File: config.mk
export PLATFORM = sky130hd
export DESIGN_NAME = cdq_ctrl
export DESIGN_NICKNAME = d
export VERILOG_FILES = /design/src/rtl/core/cdq_pkg.sv /design/src/rtl/core/cdq_ctrl.sv
export SDC_FILE = /design/constraint.sdc
export NUM_CORES = 1
export LEC_CHECK = 0
export BUFFER_PORTS_ARGS = -buffer_cell sky130_fd_sc_hd__buf_2
export CAP_MARGIN = 10
export CORE_UTILIZATION = 45
export DETAILED_ROUTE_END_ITERATION = 12
export HOLD_SLACK_MARGIN = 0.15
export PLACE_DENSITY = 0.7
export SLEW_MARGIN = 20
export SYNTH_ARGS = -nofsm -noshare
export SYNTH_HDL_FRONTEND = slang
export SYNTH_SLANG_ARGS = --single-unit
export TNS_END_PERCENT = 10
File: constraint.sdc
create_clock -name aclk -period 10.43 [get_ports aclk]
set_clock_uncertainty 0.15 [all_clocks]
set_input_delay 1.043 -clock aclk [delete_from_list [all_inputs] [get_ports aclk]]
set_output_delay 1.043 -clock aclk [all_outputs]
set_load 0.01 [all_outputs]
File: src/rtl/core/cdq_pkg.sv
// Shared types and constants for the circular deque core.
// Used by cdq_ctrl and circular_deque; depends on nothing else.
`timescale 1ns / 1ps

package cdq_pkg;

    // Fixed field widths of the streaming payload and the capacity register.
    localparam int OP_W   = 3;
    localparam int DATA_W = 32;
    localparam int OCC_W  = 11;
    localparam int CAP_W  = 11;

    // Packed widths of the stream ports, padded to whole bytes.
    localparam int S_TDATA_W = 32;
    localparam int S_TUSER_W = 8;
    localparam int M_TDATA_W = 80;
    localparam int M_TUSER_W = 8;

    // Word reported for the front or rear of an empty deque.
    localparam logic [DATA_W-1:0] EMPTY_WORD = '1;

    typedef enum logic [OP_W-1:0] {
        OP_PUSH_FRONT = 3'd0,
        OP_PUSH_BACK  = 3'd1,
        OP_POP_FRONT  = 3'd2,
        OP_POP_BACK   = 3'd3,
        OP_PEEK       = 3'd4
    } op_t;

    // Status of one operation, handed from the control logic to the result stage.
    typedef struct packed {
        logic accepted;
        logic is_empty;
        logic is_full;
    } op_status_t;

endpackage

File: src/rtl/core/cdq_ctrl.sv
// Pointer, count and capacity state of the circular deque, with the
// next-state logic for one operation. Depends on cdq_pkg.
`timescale 1ns / 1ps

module cdq_ctrl import cdq_pkg::*; #(
    parameter int MAX_DEPTH = 1024,
    parameter int ADDR_W    = 10,
    parameter int CNT_W     = 11
) (
    input  logic              aclk,
    input  logic              aresetn,
    input  logic              cfg_wr_en,
    input  logic [CAP_W-1:0]  cfg_wr_data,
    input  logic              advance,
    input  logic [OP_W-1:0]   op,
    output logic              wr_en,
    output logic [ADDR_W-1:0] wr_addr,
    output logic [ADDR_W-1:0] rd_front_addr,
    output logic [ADDR_W-1:0] rd_rear_addr,
    output logic [CNT_W-1:0]  count_after,
    output op_status_t        status
);

    localparam int IW = ADDR_W + 1;

    logic [ADDR_W-1:0] front_reg, front_next;
    logic [ADDR_W-1:0] back_reg, back_next;
    logic [CNT_W-1:0]  count_reg, count_next;
    logic [CNT_W-1:0]  cap_reg, cap_next;
    logic [31:0]       cap_wide;
    logic              full_now;
    logic              empty_now;
    logic              ok;

    function automatic logic [ADDR_W-1:0] step_up(input logic [ADDR_W-1:0] idx,
                                                  input logic [CNT_W-1:0] cap);
        logic [IW-1:0] n;
        n = IW'(idx) + IW'(1);
        return (n >= IW'(cap)) ? '0 : ADDR_W'(n);
    endfunction

    function automatic logic [ADDR_W-1:0] step_down(input logic [ADDR_W-1:0] idx,
                                                    input logic [CNT_W-1:0] cap);
        return (idx == '0) ? ADDR_W'(cap - CNT_W'(1)) : idx - ADDR_W'(1);
    endfunction

    // A capacity of zero is taken as one, and anything beyond the store saturates.
    always_comb begin
        cap_wide = 32'(cfg_wr_data);
        if (cap_wide == 32'd0) begin
            cap_wide = 32'd1;
        end else if (cap_wide > 32'(MAX_DEPTH)) begin
            cap_wide = 32'(MAX_DEPTH);
        end
        cap_next = CNT_W'(cap_wide);
    end

    always_comb begin
        full_now   = (count_reg >= cap_reg);
        empty_now  = (count_reg == '0);
        front_next = front_reg;
        back_next  = back_reg;
        count_next = count_reg;
        wr_en      = 1'b0;
        wr_addr    = back_reg;
        ok         = 1'b0;
        unique case (op)
            OP_PUSH_FRONT: begin
                if (!full_now) begin
                    front_next = step_down(front_reg, cap_reg);
                    wr_en      = 1'b1;
                    wr_addr    = front_next;
                    count_next = count_reg + CNT_W'(1);
                    ok         = 1'b1;
                end
            end
            OP_PUSH_BACK: begin
                if (!full_now) begin
                    wr_en      = 1'b1;
                    wr_addr    = back_reg;
                    back_next  = step_up(back_reg, cap_reg);
                    count_next = count_reg + CNT_W'(1);
                    ok         = 1'b1;
                end
            end
            OP_POP_FRONT: begin
                if (!empty_now) begin
                    front_next = step_up(front_reg, cap_reg);
                    count_next = count_reg - CNT_W'(1);
                    ok         = 1'b1;
                end
            end
            OP_POP_BACK: begin
                if (!empty_now) begin
                    back_next  = step_down(back_reg, cap_reg);
                    count_next = count_reg - CNT_W'(1);
                    ok         = 1'b1;
                end
            end
            OP_PEEK: begin
                ok = 1'b1;
            end
            default: begin
                ok = 1'b0;
            end
        endcase

        rd_front_addr   = front_next;
        rd_rear_addr    = step_down(back_next, cap_reg);
        count_after     = count_next;
        status.accepted = ok;
        status.is_empty = (count_next == '0);
        status.is_full  = (count_next >= cap_reg);
    end

    always_ff @(posedge aclk) begin
        if (!aresetn) begin
            cap_reg   <= CNT_W'(MAX_DEPTH);
            front_reg <= '0;
            back_reg  <= '0;
            count_reg <= '0;
        end else if (cfg_wr_en) begin
            cap_reg   <= cap_next;
            front_reg <= '0;
            back_reg  <= '0;
            count_reg <= '0;
        end else if (advance) begin
            front_reg <= front_next;
            back_reg  <= back_next;
            count_reg <= count_next;
        end
    end

    a_count_within_cap: assert property (@(posedge aclk) disable iff (!aresetn)
        count_reg <= cap_reg)
        else $error("element count exceeds capacity");

    a_pointers_within_cap: assert property (@(posedge aclk) disable iff (!aresetn)
        (IW'(front_reg) < IW'(cap_reg)) && (IW'(back_reg) < IW'(cap_reg)))
        else $error("ring pointer beyond capacity");

    a_cfg_empties: assert property (@(posedge aclk) disable iff (!aresetn)
        cfg_wr_en |=> (count_reg == '0) && (front_reg == '0) && (back_reg == '0))
        else $error("capacity write did not empty the deque");

endmodule

==> out/metrics.cfg <==
[run_status]
status=completed

[min_path]
hold_class=reg -> reg
hp-start=cap_reg[10]

[yosys]
netlist_area_um2=5320
syn_avg_cell_area_um2=7.39
synth_async_sr_flop_share_pct=0
yosys.cell_types.count=82
synthFlopType=dfxtp_1
ys_seq_elements=42
synthesis.nets=791
synth_edf_count=0
seq_area_frac_synth_pct=15.8
netlist_instances=720
ys_warn_count=0

[clock_network]
cts_tree=built
clockRootBuffer=clkbuf_16
cts.sinks=42
cts_made_buffers=5
clkTransAtPathRegs_ps=80
postCtsSetupBuffers=0
clock_path_buffers=2
h-tree-depth=2
clock_latency_ps=300
post_cts_resized=0
cts_hold_buf=0

[floorplan]
fp.dieW_um=111
core_um2=11500
placementRows=39
die_area_um2=12300
boundaryPins=63
die_y_um=111
start_util_pct=46.4

[critical_path]
worstSetupPathType=reg -> out
cp_max_fo=11
cp.arrival_ps=5160
r2r-start=back_reg[0]
cp-start-kind=flip-flop
endpoint_kind=output port
crit_start=back_reg[0]
critical_path_required_ps=9240

[power_and_ir_drop]
seq_power_share_pct=30.0
pwr-share-comb_pct=40.3
p_total_w=0.000589
p_sw_w=0.000239
swShare_pct=40.5
p_leak_nw=2.54
p_per_area_nw_per_um2=102
max-vdd-ir-drop_mv=0.0584
p_clk_share_pct=29.7
p_int_w=0.000350

[finish]
final_nets=815
drive_gt1_share_pct=13.2
syn2layout_area_growth_pct=8.07
n_antenna_cell=0

[global_routing]
antenna_found_initial=0
grt_start_max_net_pins=51
gr-total-overflow=0
grt_pass1_vias=5369
grt_use_total_pct=29.4
grt_pass1_wl_mm=28.9

[timing]
timing.fmax_mhz=157
slew_headroom_pct=30.0
finalHoldViolCount=0
setup_viol=0
rsz0062_at_grt=no
worstMarginPinSlew_ps=1040
finalMaxSlewViolations=0
min_period_over_period_pct=60.9
fin_setup_tns_ps=0
fin_crit_ps=6350

[route]
vias_per_cell=6.47
avgRoutedWirePerCell_um=20.6
postRouteAntennaNets=0
drt-total-wl_mm=18.3
routed-via-count=5749
firstDrtPassIters=6
drtIter0Drc=566
remaining_drc_errors=0

[placement]
dp_hpwl_mm=13.9
gp_congestion=0.946
port_buffers=62

[job]
cap_violations=0

==> power by group through the flow <==
stage | Sequential, W | Clock, W | Combinational [W]
5_1_grt | 0.000178 | 0.000183 | 0.000259
4_1_cts | 0.000176 | 0.000176 | 0.000234
6_report | 0.000177 | 0.000175 | 0.000238
2_1_floorplan | 0.000172 | 0 | 0.000176
3_5_place_dp | 0.000180 | 0 | 0.000233
3_3_place_gp | 0.000180 | 0 | 0.000228
==> logic make-up after synthesis <==
| group | Yosys count | share of synthesized area (%) |
|---|---|---|
| and+or+nand+nor | 281 | 27.4 |
| xor gates and xnor gates | 45 | 7.41 |
| buffers and inverters | 78 | 6.56 |
| muxes | 17 | 3.34 |
| adders and majority gates | 53 | 12.5 |
| AOI/OAI and AO/OA | 204 | 27.1 |
| DFF | 42 | 15.8 |
==> synth_stat cells, types with 5 or more instances <==
library cell	instances	area, um2
a211oi_1	12	90.1
a21o_1	20	150
a21oi_1	29	145
a221oi_1	5	43.8
a22oi_1	9	67.6
a31oi_1	12	75.1
and2_1	9	56.3
and3_1	15	93.8
buf_2	11	55.1
clkbuf_1	29	109
dfxtp_1	42	841
ha_1	53	663
inv_1	30	113
mux2i_1	14	140
nand2_1	77	289
nand2b_1	11	68.8
nand3_1	30	150
nand4_1	15	93.8
nor2_1	61	229
nor2b_1	6	37.5
nor3_1	13	65.1
nor4_1	8	50.1
o21a_1	6	45.0
o21ai_0	50	250
o311ai_0	6	52.6
o31ai_1	10	75.1
or3_1	6	37.5
xnor2_1	27	236
xor2_1	18	158
==> final timing paths <==
| check | cells past startpoint | slack, ps | to |
|---|---|---|---|
| setup / recovery | 19 | 4080 | rd_rear_addr[8] |
| hold reg to reg | 2 | 350 | cap_reg[10] |
| hold / removal | 2 | 350 | cap_reg[10] |
| setup reg to reg | 14 | 6310 | back_reg[7] |
==> stage by stage <==
step | area (um2) | hold slack [ps] | instances | setup WS [ps] | utilization (%)
6_report | 5750 | 352 | 888 | 4080 | 50.1
2_1_floorplan | 5320 | 318 | 720 | 5190 | -
3_5_place_dp | 5590 | 345 | 880 | 4460 | 48.8
4_1_cts | 5750 | 354 | 888 | 4120 | 50.1
3_3_place_gp | 5590 | 338 | 880 | 4550 | 48.8
5_1_grt | 5750 | 415 | 888 | 3520 | 50.1
==> worst max-delay path: stages (launching register included) <==
cell,delay [ps]
dfxtp_1,550
ha_1,330
nand3_1,140
nor2_1,280
nand3_1,220
xnor2_1,200
ha_1,310
a21oi_1,70
o21ai_0,230
nor4_1,80
a21bo_2,270
nor2_1,130
a221oi_2,510
ha_1,280
o311ai_0,140
a221oi_1,300
nand2_1,170
o31a_1,260
o31ai_1,210
buf_2,160
==> per-layer routing <==
metal	wire length (um)	global-route usage, %	vias to the layer above	share of wire [%]
met5	0	0	-	0
met4	519	11.4	0	2.8
met3	1580	3.94	45	8.6
met2	8380	48.8	307	46
met1	7780	38.6	2699	43
li1	-	-	2698	-
==> cell type report <==
cell class                      instances  area, um2
Clock inverter                          3       28.8
Inverter                               30        113
Fill cell                            1125       5720
Multi-Input combinational cell        600       4130
Tap cell                              143        179
Clock buffer                            5        125
Timing Repair Buffer                   65        333
Sequential cell                        42        841
==> layout by cell type, fill, tap and decap left out, types with 10 or more instances in the layout <==
| cell | netlist | final |
|---|---|---|
| xnor2_1 | 27 | 27 |
| mux2i_1 | 14 | 14 |
| a31oi_1 | 12 | 12 |
| ha_1 | 53 | 53 |
| a21oi_1 | 29 | 29 |
| nor3_1 | 13 | 13 |
| nand2_1 | 77 | 77 |
| o31ai_1 | 10 | 10 |
| and3_1 | 15 | 15 |
| a211oi_1 | 12 | 12 |
| a21o_1 | 20 | 20 |
| nor2_1 | 61 | 61 |
| inv_1 | 30 | 30 |
| nand4_1 | 15 | 15 |
| xor2_1 | 18 | 18 |
| dfxtp_1 | 42 | 42 |
| nand2b_1 | 11 | 11 |
| nand3_1 | 30 | 30 |
| o21ai_0 | 50 | 50 |
| buf_2 | 11 | 62 |
No activity file was read; power rests on OpenSTA's default activity.
